### config.mk
export PLATFORM = sky130hd
export DESIGN_NAME = sem_back
export DESIGN_NICKNAME = d
export VERILOG_FILES = /design/src/hw/rtl/sem_pkg.sv /design/src/hw/rtl/sem_back.sv
export SDC_FILE = /design/constraint.sdc
export NUM_CORES = 2
export LEC_CHECK = 0
export BUFFER_PORTS_ARGS = -buffer_cell sky130_fd_sc_hd__buf_2
export CAP_MARGIN = 20
export CORE_UTILIZATION = 40
export CTS_CLUSTER_SIZE = 10
export DETAILED_ROUTE_END_ITERATION = 12
export GPL_TIMING_DRIVEN = 0
export SYNTH_ARGS = -nofsm -noshare
export SYNTH_HDL_FRONTEND = slang
export SYNTH_SLANG_ARGS = --single-unit
export TNS_END_PERCENT = 100
### constraint.sdc
create_clock -name clk -period 9.8 [get_ports clk]
set_clock_uncertainty 0.1 [all_clocks]
set_input_delay 2.94 -clock clk [delete_from_list [all_inputs] [get_ports clk]]
set_output_delay 2.94 -clock clk [all_outputs]
set_load 0.02 [all_outputs]
### src/hw/rtl/sem_pkg.sv
// Package for the Sobel edge magnitude unit: sizes, state types and the
// queue entry that links the window front end to the magnitude back end.
// No dependencies.
`timescale 1ns / 1ps
`default_nettype none
package sem_pkg;
  localparam int MAX_WIDTH  = 1024;
  localparam int MAX_HEIGHT = 4096;
  localparam int ADDR_BITS  = $clog2(MAX_WIDTH);
  localparam int FW_BITS    = 11;
  localparam int FH_BITS    = 13;
  localparam int CFG_BITS   = 13;
  localparam int QDEPTH     = 2;
  localparam int SAT_LIMIT  = 65280;

  localparam logic CFG_WIDTH  = 1'b0;
  localparam logic CFG_HEIGHT = 1'b1;

  typedef logic [23:0] pix_t;

  typedef struct packed {
    logic [8:0][23:0] win;       // index = column * 3 + row, masked
    logic             frame_end;
  } entry_t;

  typedef enum logic {F_IDLE, F_LOAD} fstate_t;
  typedef enum logic [2:0] {B_IDLE, B_SQ, B_ROOT, B_ROUND, B_OUT} bstate_t;
endpackage
`default_nettype wire

### src/hw/rtl/sem_back.sv
// Back end: Sobel gradients, sum of squares and a bit-serial integer root
// with rounding and saturation, three channels in parallel lanes. Depends on sem_pkg.
`timescale 1ns / 1ps
`default_nettype none
module sem_back import sem_pkg::*; (
  input  wire logic   clk,
  input  wire logic   rst,
  input  wire entry_t q_data,
  input  wire logic   q_empty,
  output logic        q_pop,
  output logic        empty,
  input  wire logic   pop,
  output logic [7:0]  edge_red,
  output logic [7:0]  edge_green,
  output logic [7:0]  edge_blue,
  output logic        frame_end
);
  bstate_t state, state_next;
  logic signed [11:0] gx [3];
  logic signed [11:0] gy [3];
  logic signed [11:0] gx_c [3];
  logic signed [11:0] gy_c [3];
  logic [21:0] s [3];
  logic [10:0] rem [3];
  logic [7:0]  q [3];
  logic [7:0]  res [3];
  logic [2:0]  step;
  logic        fe;

  always_comb begin
    for (int ch = 0; ch < 3; ch++) begin
      logic signed [11:0] p [9];
      for (int i = 0; i < 9; i++)
        p[i] = $signed({4'b0, q_data.win[i][(16-8*ch) +: 8]});
      // p index is column * 3 + row
      gx_c[ch] = -p[0] + p[6] - 12'sd2 * p[1] + 12'sd2 * p[7] - p[2] + p[8];
      gy_c[ch] = -p[0] - 12'sd2 * p[3] - p[6] + p[2] + 12'sd2 * p[5] + p[8];
    end
  end

  always_comb begin
    state_next = state;
    unique case (state)
      B_IDLE:  if (!q_empty) state_next = B_SQ;
      B_SQ:    state_next = B_ROOT;
      B_ROOT:  if (step == '0) state_next = B_ROUND;
      B_ROUND: state_next = B_OUT;
      B_OUT:   if (pop) state_next = B_IDLE;
      default: state_next = B_IDLE;
    endcase
  end

  always_comb begin
    q_pop = (state == B_IDLE) && !q_empty;
    empty = (state != B_OUT);
  end

  always_ff @(posedge clk) begin
    if (rst) state <= B_IDLE;
    else state <= state_next;
  end

  always_ff @(posedge clk) begin
    unique case (state)
      B_IDLE: begin
        for (int ch = 0; ch < 3; ch++) begin
          gx[ch] <= gx_c[ch];
          gy[ch] <= gy_c[ch];
        end
        fe <= q_data.frame_end;
      end
      B_SQ: begin
        // The gradients are widened first so that the squares keep all their bits.
        for (int ch = 0; ch < 3; ch++) begin
          s[ch]   <= 22'($unsigned(22'(gx[ch]) * 22'(gx[ch])))
                   + 22'($unsigned(22'(gy[ch]) * 22'(gy[ch])));
          rem[ch] <= '0;
          q[ch]   <= '0;
        end
        step <= 3'd7;
      end
      B_ROOT: begin
        // One root bit per cycle, two bits of the radicand brought down.
        for (int ch = 0; ch < 3; ch++) begin
          logic [10:0] r4;
          logic [10:0] trial;
          r4    = {rem[ch][8:0], s[ch][2*step+1 -: 2]};
          trial = {1'b0, q[ch], 2'b01};
          if (r4 >= trial) begin
            rem[ch] <= r4 - trial;
            q[ch]   <= {q[ch][6:0], 1'b1};
          end else begin
            rem[ch] <= r4;
            q[ch]   <= {q[ch][6:0], 1'b0};
          end
        end
        step <= step - 1'b1;
      end
      B_ROUND: begin
        for (int ch = 0; ch < 3; ch++) begin
          if (s[ch] > 22'(SAT_LIMIT)) res[ch] <= 8'd255;
          else if (rem[ch] > {3'b0, q[ch]} && q[ch] != 8'd255) res[ch] <= q[ch] + 1'b1;
          else res[ch] <= q[ch];
        end
      end
      B_OUT: ;
      default: ;
    endcase
  end

  assign edge_red   = res[0];
  assign edge_green = res[1];
  assign edge_blue  = res[2];
  assign frame_end  = fe;
endmodule
`default_nettype wire

==> results.md <==
- #FFs+latches synth: 226
- Number of synthesized flops with an enable pin: 222
- Critical Path End: s[0][43]
- Share of the synthesized area in the top cell type: 0.422
- Post-CTS Hold Buffers: 0
- Reg2reg setup slack: 1.80 ns
- Worst hold path class: reg2reg
- Postcts setup bufs: 0
- Inserted Clock Buffers: 31
- Top post-synthesis cells by area: fa_1 42%, edfxtp_1 15%, inv_1 11%
- Cell Area, Synth: 0.0453 mm^2
- Slew Limit Headroom: 0.341
- Synthesized Nets: 6084
- Clk_lat worst skew: 0.63 ns
- Final Critical Period: 8.00 ns
- First-pass GRT wire length: 164000 um
- Startpoint Class: flip-flop
- GP Congestion: 0.887
- Status: completed
- YS warnings: 0
- Vias in the first global route: 32.5k
- Final Cycle Share: 0.816
- H-tree Lvls: 1
- Via density: 4.61
- CTS root buf: clkbuf_16
- Port Buffers: 223
- Max-cap check violation count: 0
- Die area: 0.115 mm^2
- Dpl ws: 1.30 ns
- I/O pins: 248
- Final worst setup slack: 1.80 ns
- GR Util All Layers: 0.178
- Post-route DRC: 0
- Mean Syn Cell Area: 10.1 um^2
- Post-synth cell types: 64
- Cell area after layout: 0.0495 mm^2
- Cells after Synth: 4496
- Post-Place Cell Area: 0.0484 mm^2
- R2r endpoint: s[0][43]
- Crit path kind: reg2reg
- CTS tree: built
- Synthesis-to-layout area growth: 9.31%
- Sequential fraction of the synthesis area: 0.149
- Layout cell share with drive strength beyond 1: 0.0687
- Most frequent cells in the layout: 1384 x inv_1, 954 x fa_1, 413 x ha_1
- Initial DRC count: 1195
- Clock-pin slew on the worst setup and hold paths: 0.06 ns
- CP endpoint kind: flip-flop
- Initial Util: 0.403
- Most common cell after layout, fill and taps aside: inv_1
- Core Rows: 123
- Worst-margin pin slew: 0.981 ns
- Clk sinks: 226
- Worst Hold Slack: 0.480 ns
- Dpl hpwl: 85700 um
- CTS resizes: 0
- Ys async rst share: 0
- Final wirelength: 96100 um
- Die H: 338 um
- Clock Tree Buf Depth: 3
- Critical Path Fanout Max: 10
- Synth Flop Type: edfxtp_1
- Largest net degree at the start of global routing: 61
- GR Overflow Total: 0
- Routed wire per std cell: 15.3 um
- Slew Limit Fails: 0
- RSZ-0062 raised after global routing: no
- Vias: 29.0k
- CP Data Arrival Time: 8.23 ns
- Largest area contributor in the netlist: fa_1
- Final core occ: 0.440
- Drt pass-1 iters: 5
- Core area: 0.112 mm^2
- Die width: 338 um
- Post-route ant nets: 0
- Data required time of the worst path: 10.03 ns
- CP Launch Point: gx[0][14]
- R2R depth: 24
- Setup-failing EPs final: 0
- Nets: 6355
- F_max: 0.125 GHz
- FF-to-FF Start: gx[0][14]
- Fin. Hold Viols: 0
- Initial antenna violation count: 2
-- Yosys cell counts, drive strengths merged, types with 7 or more instances --
cell type	n
ha	413
mux4	12
nand3	23
or3	11
and2	187
fa	954
inv	1385
nor2b	56
o21bai	20
o21ai	65
nand4	16
a21o	38
edfxtp	222
nand2b	27
clkbuf	83
nand2	283
buf	12
o21a	17
a21oi	106
a211oi	14
nor4	19
xnor2	197
mux2i	11
and3	10
nor2	155
or2	7
nor3	39
xor2	46
-- final cells by class --
| class | instances | area (um^2) |
|---|---|---|
| antenna | 1 | 2.50 |
| fill | 11000 | 62900 |
| clock inverter | 13 | 186 |
| inverter | 1385 | 5200 |
| multi-input combinational | 2790 | 32900 |
| clock buffer | 43 | 851 |
| sequential | 226 | 6750 |
| buffer | 95 | 405 |
| tap | 1500 | 1880 |
| timing repair buffer | 238 | 1280 |
-- worst min-delay path by stage --
stage                     cells after the start  slack (ns)       from   endpoint
after floorplan                               2        0.45  rem[2][1]  rem[2][3]
after global placement                        2        0.47  rem[2][3]  rem[2][5]
after detailed placement                      2        0.47  rem[2][3]  rem[2][5]
after global routing                          2        0.51  rem[2][3]  rem[2][5]
after CTS                                     2        0.48  rem[2][3]  rem[2][5]
final                                         2        0.48  rem[2][3]  rem[2][5]
-- through the flow --
stage / TNS (ns) / cells
after global placement: -59.08 / 6219
after floorplan: 0 / 4496
after CTS: 0 / 6290
after global routing: 0 / 6291
final: 0 / 6291
after detailed placement: 0 / 6234
-- critical path: stages, from the launching register on --
cell and delay [ns]:
edfxtp_1 0.48, clkbuf_1 0.45, and2_1 0.27, inv_1 0.08, fa_1 0.53, inv_1 0.05
fa_1 0.52, inv_1 0.05, fa_1 0.50, fa_1 0.51, inv_1 0.06, fa_1 0.52
inv_1 0.04, fa_1 0.47, inv_1 0.04, fa_1 0.46, ha_1 0.25, or4_1 0.51
o22ai_1 0.30, o21ai_1 0.19, o41ai_1 0.58, o211ai_1 0.24, a21o_1 0.22, a21oi_1 0.17
xnor2_1 0.09
-- layer usage --
| layer | track usage | wire (um) | share of wire | vias to the layer above |
|---|---|---|---|---|
| met5 | 0 | 0 | 0 | - |
| met4 | 0.0370 | 2140 | 0.022 | 0 |
| met3 | 0.0205 | 3450 | 0.036 | 102 |
| met2 | 0.310 | 47300 | 0.49 | 465 |
| met1 | 0.239 | 43300 | 0.45 | 14600 |
| li1 | - | - | - | 13900 |
-- cell families after synthesis --
logic type,Yosys count,synth area share
buffers and inverters,1480,0.124
flip-flops,226,0.149
AO/OA/AOI/OAI,309,0.0433
multiplexers,26,0.00932
adder cells (fa/ha/maj),1367,0.536
AND/OR/NAND/NOR,845,0.0914
XOR/XNOR,243,0.0470
-- state kept, by name, summed over array words and instances (netlist names) --
register and flops:
gx 36, state 3, res 24, rem 33, q 24, frame_end 1, gy 36, step 3
s 66
Power is not shown: default switching activity piles up to over one toggle a cycle in this logic, so the estimate is an artifact.
