### src/hw/rtl/sem_pkg.sv
// Package for the Sobel edge magnitude unit: sizes, state types and the
// queue entry that links the window front end to the magnitude back end.
// No dependencies.
`timescale 1ns / 1ps
`default_nettype none
package sem_pkg;
  localparam int MAX_WIDTH  = 1024;
  localparam int MAX_HEIGHT = 4096;
  localparam int ADDR_BITS  = $clog2(MAX_WIDTH);
  localparam int FW_BITS    = 11;
  localparam int FH_BITS    = 13;
  localparam int CFG_BITS   = 13;
  localparam int QDEPTH     = 2;
  localparam int SAT_LIMIT  = 65280;

  localparam logic CFG_WIDTH  = 1'b0;
  localparam logic CFG_HEIGHT = 1'b1;

  typedef logic [23:0] pix_t;

  typedef struct packed {
    logic [8:0][23:0] win;       // index = column * 3 + row, masked
    logic             frame_end;
  } entry_t;

  typedef enum logic {F_IDLE, F_LOAD} fstate_t;
  typedef enum logic [2:0] {B_IDLE, B_SQ, B_ROOT, B_ROUND, B_OUT} bstate_t;
endpackage
`default_nettype wire

### src/hw/rtl/sem_queue.sv
// Short queue of masked windows between the front and back ends.
// Depends on sem_pkg.
`timescale 1ns / 1ps
`default_nettype none
module sem_queue import sem_pkg::*; (
  input  wire logic   clk,
  input  wire logic   rst,
  input  wire logic   wr,
  input  wire entry_t wdata,
  output logic        q_full,
  input  wire logic   rd,
  output entry_t      rdata,
  output logic        q_empty
);
  localparam int PB = $clog2(QDEPTH);
  entry_t slots [QDEPTH];
  logic [PB-1:0] wp, rp;
  logic [PB:0]   cnt;

  assign q_full  = (cnt == (PB+1)'(QDEPTH));
  assign q_empty = (cnt == '0);
  assign rdata   = slots[rp];

  always_ff @(posedge clk) begin
    if (rst) begin
      wp  <= '0;
      rp  <= '0;
      cnt <= '0;
    end else begin
      if (wr && !q_full) wp <= (wp == PB'(QDEPTH-1)) ? '0 : wp + 1'b1;
      if (rd && !q_empty) rp <= (rp == PB'(QDEPTH-1)) ? '0 : rp + 1'b1;
      cnt <= cnt + (PB+1)'(wr && !q_full) - (PB+1)'(rd && !q_empty);
    end
  end

  always_ff @(posedge clk) begin
    if (wr && !q_full) slots[wp] <= wdata;
  end
endmodule
`default_nettype wire

### config.mk
export PLATFORM = sky130hd
export DESIGN_NAME = sem_queue
export DESIGN_NICKNAME = d
export VERILOG_FILES = /design/src/hw/rtl/sem_pkg.sv /design/src/hw/rtl/sem_queue.sv
export SDC_FILE = /design/constraint.sdc
export NUM_CORES = 1
export LEC_CHECK = 0
export BUFFER_PORTS_ARGS = -buffer_cell sky130_fd_sc_hd__buf_2
export CAP_MARGIN = 0
export CORE_ASPECT_RATIO = 1.4
export CORE_MARGIN = 2
export CORE_UTILIZATION = 40
export DETAILED_ROUTE_END_ITERATION = 12
export MAX_ROUTING_LAYER = met4
export SLEW_MARGIN = 25
export SYNTH_ARGS = -nofsm -noshare
export SYNTH_HDL_FRONTEND = slang
export SYNTH_SLANG_ARGS = --single-unit
### constraint.sdc
create_clock -name clk -period 21.5 [get_ports clk]
set_input_delay 4.3 -clock clk [delete_from_list [all_inputs] [get_ports clk]]
set_output_delay 4.3 -clock clk [all_outputs]
set_load 0.005 [all_outputs]
==> flow_summary_export.csv, run 1 <==
group,metric,value,unit
power,power_density,119,nW/µm²
sta,timing.fmax,125,MHz
grt,grt_overflow_total,0,
clocking,tritoncts.num_buffers,43,
clocking,clock_latency,540,ps
grt,antenna_found_initial,16,
yosys,synth_warnings,0,
grt,grt_pass1_wl,49800,µm
drt,top_layer_used,"met4",
grt,first_global_vias,8630,
worst_setup_path,worstPathRequired,17200,ps
worst_setup_path,startpoint_type,"register",
yosys,syn_area,16400,µm²
drt,vias,8226,
sta,hold_viol,0,
worst_setup_path,reg2reg_depth,4,
worst_setup_path,cpMostUsedCell,"buf_4",
cells_and_area,final_cell_mix,"buf_2 (439), edfxtp_1 (434), mux2_4 (120)",
min_path,worst_hold_path_type,"register to register",
floorplanning,dieArea,42600,µm²
sta,timing.setup.tns,0,ps
clocking,htree_levels,2,
sta,setup_violations,0,
drt,viasPerCell,4.70,
clocking,clk_path_buf_depth,3,
place,port_buffers,439,
yosys,synth_seq_cells,439,
drt,drtPass1Iterations,4,
cells_and_area,drive_above_1_share,60.5,%
sta,setup_ws,13490,ps
power,ir_worst_vdd,0.0989,mV
clocking,cts_repair_resize_count,0,
worst_setup_path,cp-end-kind,"primary output",
yosys,synthDistinctLibCells,21,
clocking,clockRootBuffer,"clkbuf_16",
sta,skew,11.3,ps
worst_setup_path,critPathKind,"register to primary output",
floorplanning,core_area,40400,µm²
worst_setup_path,crit_fanout,63,
power,p_leak,7.80,nW
cells_and_area,area_delta_synth_final,24.8,%
drt,wl_met1,12100,µm
grt,grt_max_degree,92,
sta,worst_slew_pin_slew,1020,ps
clocking,clkSinkCount,439,
sta,rsz0062_at_grt,"false",
floorplanning,initial_utilization,40.6,%
cells_and_area,nNetsFinal,1393,
sta,fin_crit_sh,37.3,%
cells_and_area,final_common_cell,"buf_2",
cells_and_area,stdcell_area,20400,µm²
cells_and_area,final_util,50.6,%
grt,grt.total_usage,16.0,%
floorplanning,rows,87,
worst_setup_path,slowest_delay,860,ps
worst_setup_path,cp_cell_sequence,"buf_4, buf_4, mux2_2, buf_2",
run_status,status,"complete, no violations",
drt,wire_per_inst,19.7,µm
drt,final_antenna_net_count,0,
yosys,synthCells,702,
worst_setup_path,crit_buf_inv,3,
sta,whs,490,ps
clocking,cts_tree,"done",
yosys,seq_area_frac_synth,80.2,%
place,dpl_cell_area,19100,µm²
place,gp_congestion,0.763,
drt,routed_wl,34400,µm
sta,relSlewSlack,31.9,%
drt,route.detailed.drc,0,
floorplanning,ios,440,
worst_setup_path,cp_top_family,"buffers and inverters",
drt,first_iter_violations,464,
worst_setup_path,cp_data_arrival_time,3710,ps
worst_setup_path,cp_num_cells,4,
worst_setup_path,crit_slowest_cell,"buf_4",
clocking,postCtsSetupBuffers,0,
clocking,cts_hold_buffers,0,
place,dp_slack,13960,ps
floorplanning,die_y,243,µm
drt,wl_met2,18500,µm
flow_run,cap_violations,0,
yosys,syn_avg_cell_area,23.3,µm²
drt,dr_wl_met3,2790,µm
yosys,synth_nets,925,
clocking,clkTransAtPathRegs,60,ps
sta,drv_slew,0,
place,dp_hpwl,23500,µm
sta,post-route-min-period,8010,ps
floorplanning,die_w,175,µm
min_path,holdPathStages,2,
[where the power goes]
| part | leakage, nW | internal [mW] | switching, mW |
|---|---|---|---|
| logic | 3.06 | 0.317 | 0.279 |
| registers | 4.10 | 1.09 | 0.0447 |
| clock network | 0.643 | 0.403 | 0.299 |
| total | 7.80 | 1.81 | 0.623 |
[logic make-up (layout without fill, tap and decap cells)]
| family | Yosys count | count (layout) | synth area share, % |
|---|---|---|---|
| flops | 439 | 439 | 80.2 |
| mux | 217 | 217 | 17.7 |
| buf+inv | 28 | 526 | 1.44 |
| simple gates | 11 | 11 | 0.336 |
| compound gates | 3 | 3 | 0.107 |
| fa+ha+maj | 2 | 2 | 0.153 |
| xor+xnor | 2 | 2 | 0.107 |
| other cells | 0 | 15 | 0 |
[flip-flops by register name, indices dropped and copies added, names as in the netlist, named ones only]
| register | flops |
|---|---|
| wp | 1 |
| cnt | 2 |
| rp | 1 |
| slots | 434 |
[worst paths after layout]
| path | from | endpoint | slack, ps |
|---|---|---|---|
| setup / recovery | register | rdata[180] | 13490 |
| hold / removal | wp$_SDFFE_PP0P_ | wp$_SDFFE_PP0P_ | 490 |
| setup reg to reg | cnt[0]$_SDFF_PP0_ | slots[1][141]$_DFFE_PP_ | 18430 |
| hold reg to reg | wp$_SDFFE_PP0P_ | wp$_SDFFE_PP0P_ | 490 |
[synth_stat cells (all sizes together)]
cell,instances,area (µm²)
nand2,1,3.75
xor2,1,8.76
mux2,217,2890
a21oi,1,5.00
nand2b,1,6.26
inv,4,15.0
o21a,1,7.51
o21ai,1,5.00
and2,1,6.26
buf,24,220
xnor2,1,8.76
nor2,4,15.0
nor3,1,5.00
edfxtp,434,13000
ha,2,25.0
nor2b,1,6.26
or3,1,6.26
and3,1,6.26
dfxtp,5,100
[area by class of cell]
type                    count  area [µm²]
inverters                   4        22.5
well taps                 534         668
multi-input cells         235        3010
clock inverters            24         199
fillers                  3404       19900
flip-flops and latches    439       13100
diodes                     15        37.5
repair buffers            447        2260
clock buffers              51        1110
[worst register-to-register path, stage by stage, from the launching register on]
cell	delay (ps)
dfxtp_1	370
nand2b_1	180
and3_4	630
buf_4	680
buf_4	770
[layer usage]
metal,track usage [%],up-vias
li1,-,3755
met1,16.0,4091
met2,28.2,323
met3,5.20,57
met4,7.08,0
met5,-,-
[per-stage QoR]
stage | power [mW] | std cells
2_1_floorplan | 1.55 | 702
3_3_place_gp | 1.76 | 1659
3_5_place_dp | 1.77 | 1659
4_1_cts | 2.48 | 1734
5_1_grt | 2.55 | 1749
6_report | 2.44 | 1749
Note: power is estimated with default switching activity, not from simulation.
==> run 2, diff against run 1 <==
--- a/config.mk
+++ b/config.mk
@@ -12,6 +12,7 @@
 export CORE_UTILIZATION = 40
 export DETAILED_ROUTE_END_ITERATION = 12
 export MAX_ROUTING_LAYER = met4
+export PLACE_DENSITY = 0.66
 export SLEW_MARGIN = 25
 export SYNTH_ARGS = -nofsm -noshare
 export SYNTH_HDL_FRONTEND = slang
==> constraint.sdc (replaced) <==
create_clock -name clk -period 6.6 [get_ports clk]
set_input_delay 1.32 -clock clk [delete_from_list [all_inputs] [get_ports clk]]
set_output_delay 1.32 -clock clk [all_outputs]
set_load 0.005 [all_outputs]
==> flow_summary_export.csv, run 2 (synthesis gave the netlist of run 1 again) <==
group,metric,value,unit
worst_setup_path,critPathKind,"register to primary output",
drt,first_iter_violations,541,
floorplanning,die_w,175,µm
sta,setup_violations,0,
drt,vias,8098,
clocking,clockRootBuffer,"clkbuf_16",
clocking,postCtsSetupBuffers,0,
floorplanning,die_y,243,µm
cells_and_area,final_common_cell,"buf_2",
drt,route.detailed.drc,0,
sta,post-route-min-period,4160,ps
cells_and_area,top_register,"slots",
cells_and_area,n_fill_cell,3375,
clocking,cts_repair_resize_count,0,
worst_setup_path,rr_startpoint,"cnt[0]$_SDFF_PP0_",
sta,timing.setup.tns,0,ps
cells_and_area,final_cell_mix,"buf_2 (439), edfxtp_1 (434), mux2_4 (120)",
grt,grt_max_degree,120,
worst_setup_path,crit_slowest_cell,"dfxtp_4",
grt,first_global_vias,8658,
cells_and_area,multi_input_area,3010,µm²
floorplanning,dieArea,42600,µm²
worst_setup_path,slowest_delay,810,ps
cells_and_area,drive_above_1_share,60.3,%
power,p_leak,7.76,nW
sta,fin_crit_sh,63.0,%
min_path,hold_end,"wp$_SDFFE_PP0P_",
sta,rsz0062_at_grt,"false",
floorplanning,core_area,40400,µm²
worst_setup_path,startpoint_type,"register",
floorplanning,rows,87,
cells_and_area,area_delta_synth_final,24.5,%
floorplanning,initial_utilization,40.6,%
min_path,min-delay-start,"wp$_SDFFE_PP0P_",
worst_setup_path,regToRegSetupSlack,3770,ps
worst_setup_path,cp-end-kind,"primary output",
drt,wire_per_inst,18.7,µm
cells_and_area,largest_reg_flops,434,
min_path,holdPathStages,2,
power,ir_worst_vdd,0.402,mV
clocking,clkTransAtPathRegs,60,ps
power,power_density,385,nW/µm²
place,gp_congestion,0.770,
sta,drv_slew,0,
drt,final_antenna_net_count,0,
grt,grt_pass1_wl,48300,µm
worst_setup_path,worstPathRequired,5280,ps
sta,worst_slew_pin_slew,1100,ps
place,port_buffers,439,
place,dp_hpwl,21600,µm
clocking,clk_path_buf_depth,3,
cells_and_area,largestRegisters,"slots (434), cnt (2)",
flow_run,cap_violations,0,
clocking,htree_levels,2,
cells_and_area,nNetsFinal,1388,
worst_setup_path,crit_fanout,119,
worst_setup_path,cp_cell_sequence,"buf_12, mux2_2, buf_2",
cells_and_area,final_util,50.5,%
min_path,worst_hold_path_type,"register to register",
worst_setup_path,cp_top_family,"flip-flops",
clocking,clkSinkCount,439,
clocking,cts_tree,"done",
sta,hold_viol,0,
worst_setup_path,crit_buf_inv,2,
clocking,tritoncts.num_buffers,41,
drt,viasPerCell,4.65,
sta,skew,17.7,ps
drt,drtPass1Iterations,4,
sta,relSlewSlack,26.5,%
worst_setup_path,cp_data_arrival_time,2840,ps
clocking,clock_latency,530,ps
sta,timing.fmax,240,MHz
worst_setup_path,reg2reg_to,"slots[0][50]$_DFFE_PP_",
grt,grt_overflow_total,0,
drt,routed_wl,32600,µm
worst_setup_path,reg2reg_depth,5,
run_status,status,"complete, no violations",
cells_and_area,ff_latch_area,13100,µm²
clocking,cts_hold_buffers,0,
grt,grt.total_usage,15.3,%
grt,antenna_found_initial,13,
floorplanning,ios,440,
run 2: cell count changes in the layout (fill, tap and decap cells not counted), sizes merged:
cell	previous run	this run
buf	447	444
clkbuf	51	53
clkinv	17	15
clkinvlp	1	2
diode	15	12
inv	7	4
run 2: worst max path at each step:
stage                                        end      from  cells past startpoint  slack, ps
final                                  rdata[48]  register                      3       2440
after global routing                   rdata[28]  register                      3       2350
after CTS                              rdata[57]  register                      3       2460
after detailed placement  slots[0][44]$_DFFE_PP_        wr                      5       2950
after global placement    slots[0][88]$_DFFE_PP_        wr                      5       3000
after floorplan            slots[0][0]$_DFFE_PP_        wr                      3        120
run 2: metrics by stage:
| step | cells | total power [mW] | hold WS (ps) | cell area [µm²] | worst slack, ps |
|---|---|---|---|---|---|
| floorplan | 702 | 5.02 | 451 | 16400 | 123 |
| global placement | 1656 | 5.70 | 476 | 19100 | 3000 |
| detailed placement | 1656 | 5.74 | 506 | 19100 | 2950 |
| CTS | 1729 | 7.97 | 514 | 20400 | 2460 |
| global route | 1741 | 8.21 | 571 | 20400 | 2350 |
| finish | 1741 | 7.85 | 518 | 20400 | 2440 |
run 2: metal layers:
metal,share of wire [%],wire length (µm),GRT usage [%]
met4,3.8,1230,7.21
met3,7.3,2380,4.26
met2,53,17400,26.3
met5,0,0,-
met1,35,11600,16.1
run 2: layout make-up:
class	count	area share, %
Inverter	4	0.110
Antenna cell	12	0.147
Clock inverter	20	0.853
Sequential cell	439	64.4
Tap cell	534	3.28
Clock buffer	53	5.25
Multi-Input combinational cell	235	14.8
Timing Repair Buffer	444	11.1
run 2: tightest hold or removal path, cell delays in order (launching register included):
cell	delay, ps
dfxtp_1	330
o21ai_0	70
a21oi_1	70
run 2: report_power, final:
part           internal [mW]  total, mW  switching (mW)
Sequential              3.56       3.69           0.138
Combinational           1.05       1.94           0.897
Clock                   1.26       2.21           0.949
Total                   5.86       7.85            1.98
==> run 3, diff against run 2 <==
==> constraint.sdc (replaced) <==
create_clock -name clk -period 3.8 [get_ports clk]
set_input_delay 0.76 -clock clk [delete_from_list [all_inputs] [get_ports clk]]
set_output_delay 0.76 -clock clk [all_outputs]
set_load 0.005 [all_outputs]
==> flow_summary_export.csv, run 3 (synthesis gave the netlist of run 1 again) <==
group,metric,value,unit
run_status,status,"complete, no violations",
cells_and_area,top_register,"slots",
floorplanning,ios,440,
power,ir_worst_vdd,0.546,mV
worst_setup_path,crit_fanout,30,
grt,grt_pass1_wl,48000,µm
worst_setup_path,critPathKind,"register to primary output",
sta,setup_violations,0,
worst_setup_path,cp-end-kind,"primary output",
cells_and_area,largestRegisters,"slots (434), cnt (2)",
floorplanning,dieArea,42600,µm²
power,p_leak,7.83,nW
sta,fin_crit_sh,76.4,%
clocking,clkSinkCount,439,
flow_run,cap_violations,0,
clocking,tritoncts.num_buffers,43,
clocking,cts_repair_resize_count,0,
clocking,clk_path_buf_depth,3,
cells_and_area,nNetsFinal,1395,
place,dpl_cell_area,19200,µm²
cells_and_area,drive_above_1_share,60.4,%
place,dp_hpwl,21900,µm
clocking,clkTransAtPathRegs,60,ps
cells_and_area,ff_latch_area,13100,µm²
drt,routed_wl,32700,µm
clocking,cts_hold_buffers,0,
grt,grt_overflow_total,0,
worst_setup_path,slowest_delay,550,ps
grt,first_global_vias,8661,
place,gp_congestion,0.732,
sta,skew,15.4,ps
grt,antenna_found_initial,15,
sta,whs,407,ps
grt,grt_max_degree,124,
floorplanning,die_y,243,µm
worst_setup_path,cp_data_arrival_time,2140,ps
floorplanning,core_area,40400,µm²
drt,drtPass1Iterations,4,
grt,grt.total_usage,15.3,%
cells_and_area,multi_input_area,3020,µm²
sta,rsz0062_at_grt,"false",
cells_and_area,area_delta_synth_final,25.7,%
worst_setup_path,worstPathRequired,3040,ps
floorplanning,initial_utilization,40.6,%
worst_setup_path,crit_slowest_cell,"dfxtp_4",
drt,viasPerCell,4.66,
worst_setup_path,startpoint_type,"register",
drt,vias,8156,
cells_and_area,final_common_cell,"buf_2",
clocking,clockRootBuffer,"clkbuf_16",
drt,wire_per_inst,18.7,µm
cells_and_area,n_fill_cell,3327,
sta,hold_viol,0,
sta,worst_slew_pin_slew,797,ps
sta,drv_slew,0,
clocking,htree_levels,2,
min_path,worst_hold_path_type,"input port to register",
cells_and_area,stdcell_area,20600,µm²
clocking,clock_latency,540,ps
drt,route.detailed.drc,0,
clocking,postCtsSetupBuffers,0,
place,port_buffers,439,
sta,relSlewSlack,46.9,%
sta,timing.fmax,345,MHz
cells_and_area,final_cell_mix,"buf_2 (439), edfxtp_1 (434), mux2_4 (120)",
floorplanning,die_w,175,µm
power,power_density,673,nW/µm²
sta,post-route-min-period,2900,ps
drt,first_iter_violations,324,
cells_and_area,largest_reg_flops,434,
clocking,cts_tree,"done",
floorplanning,rows,87,
worst_setup_path,cp_cell_sequence,"buf_4, mux2_2, buf_2",
drt,final_antenna_net_count,0,
## run 3: cell types whose count changed in the layout (fill, tap and decap cells not counted), moves of 2 or more
cell | previous run | this run
clkbuf_1 | 12 | 10
buf_12 | 3 | 7
clkbuf_16 | 41 | 45
diode_2 | 12 | 15
clkinv_1 | 5 | 10
clkinv_2 | 10 | 5
## run 3: metrics by stage
stage,TNS [ps],util (%),worst slack [ps],instances,power (mW)
global placement,0,47.6,1340,1661,9.94
detailed placement,0,47.6,1320,1661,10.0
global route,0,51.0,779,1752,14.5
floorplan,-168050,-,-720,702,8.69
CTS,0,50.9,823,1737,14.1
finish,0,51.0,898,1752,13.9
## run 3: final timing paths
check,start,cells after the start,to,slack (ps)
worst max-delay path,register,3,rdata[177],900
worst min-delay path,wdata[199],1,slots[0][199]$_DFFE_PP_,410
worst max register to register,cnt[0]$_SDFF_PP0_,5,slots[0][97]$_DFFE_PP_,1700
worst min register to register,wp$_SDFFE_PP0P_,2,wp$_SDFFE_PP0P_,500
## run 3: final cells by class
| cell class | count | area share (%) |
|---|---|---|
| sequential | 439 | 63.8 |
| multi-input combinational | 235 | 14.7 |
| timing repair buffer | 449 | 11.5 |
| clock buffer | 55 | 5.65 |
| tap | 534 | 3.25 |
| clock inverter | 21 | 0.857 |
| antenna | 15 | 0.182 |
| inverter | 4 | 0.128 |
## run 3: power breakdown
part	switching, mW	internal, mW	total, mW
Sequential	0.191	6.17	6.36
Clock	1.69	2.36	4.05
Combinational	1.62	1.83	3.45
Total	3.49	10.4	13.9
## run 3: layer usage
| metal | part of all wire [%] | routed length [µm] | global-route usage [%] | vias up |
|---|---|---|---|---|
| met5 | 0 | 0 | - | - |
| met4 | 4.0 | 1290 | 8.26 | 0 |
| met3 | 6.5 | 2140 | 3.64 | 77 |
| met2 | 54 | 17800 | 27.2 | 304 |
| met1 | 35 | 11500 | 15.4 | 4014 |
| li1 | - | - | - | 3761 |
## run 3: worst max-delay path: cells and delay by family, from the launching register on
kind     cells  cell delay [ps]
mux          1              400
buf+inv      2              610
flops        1              550
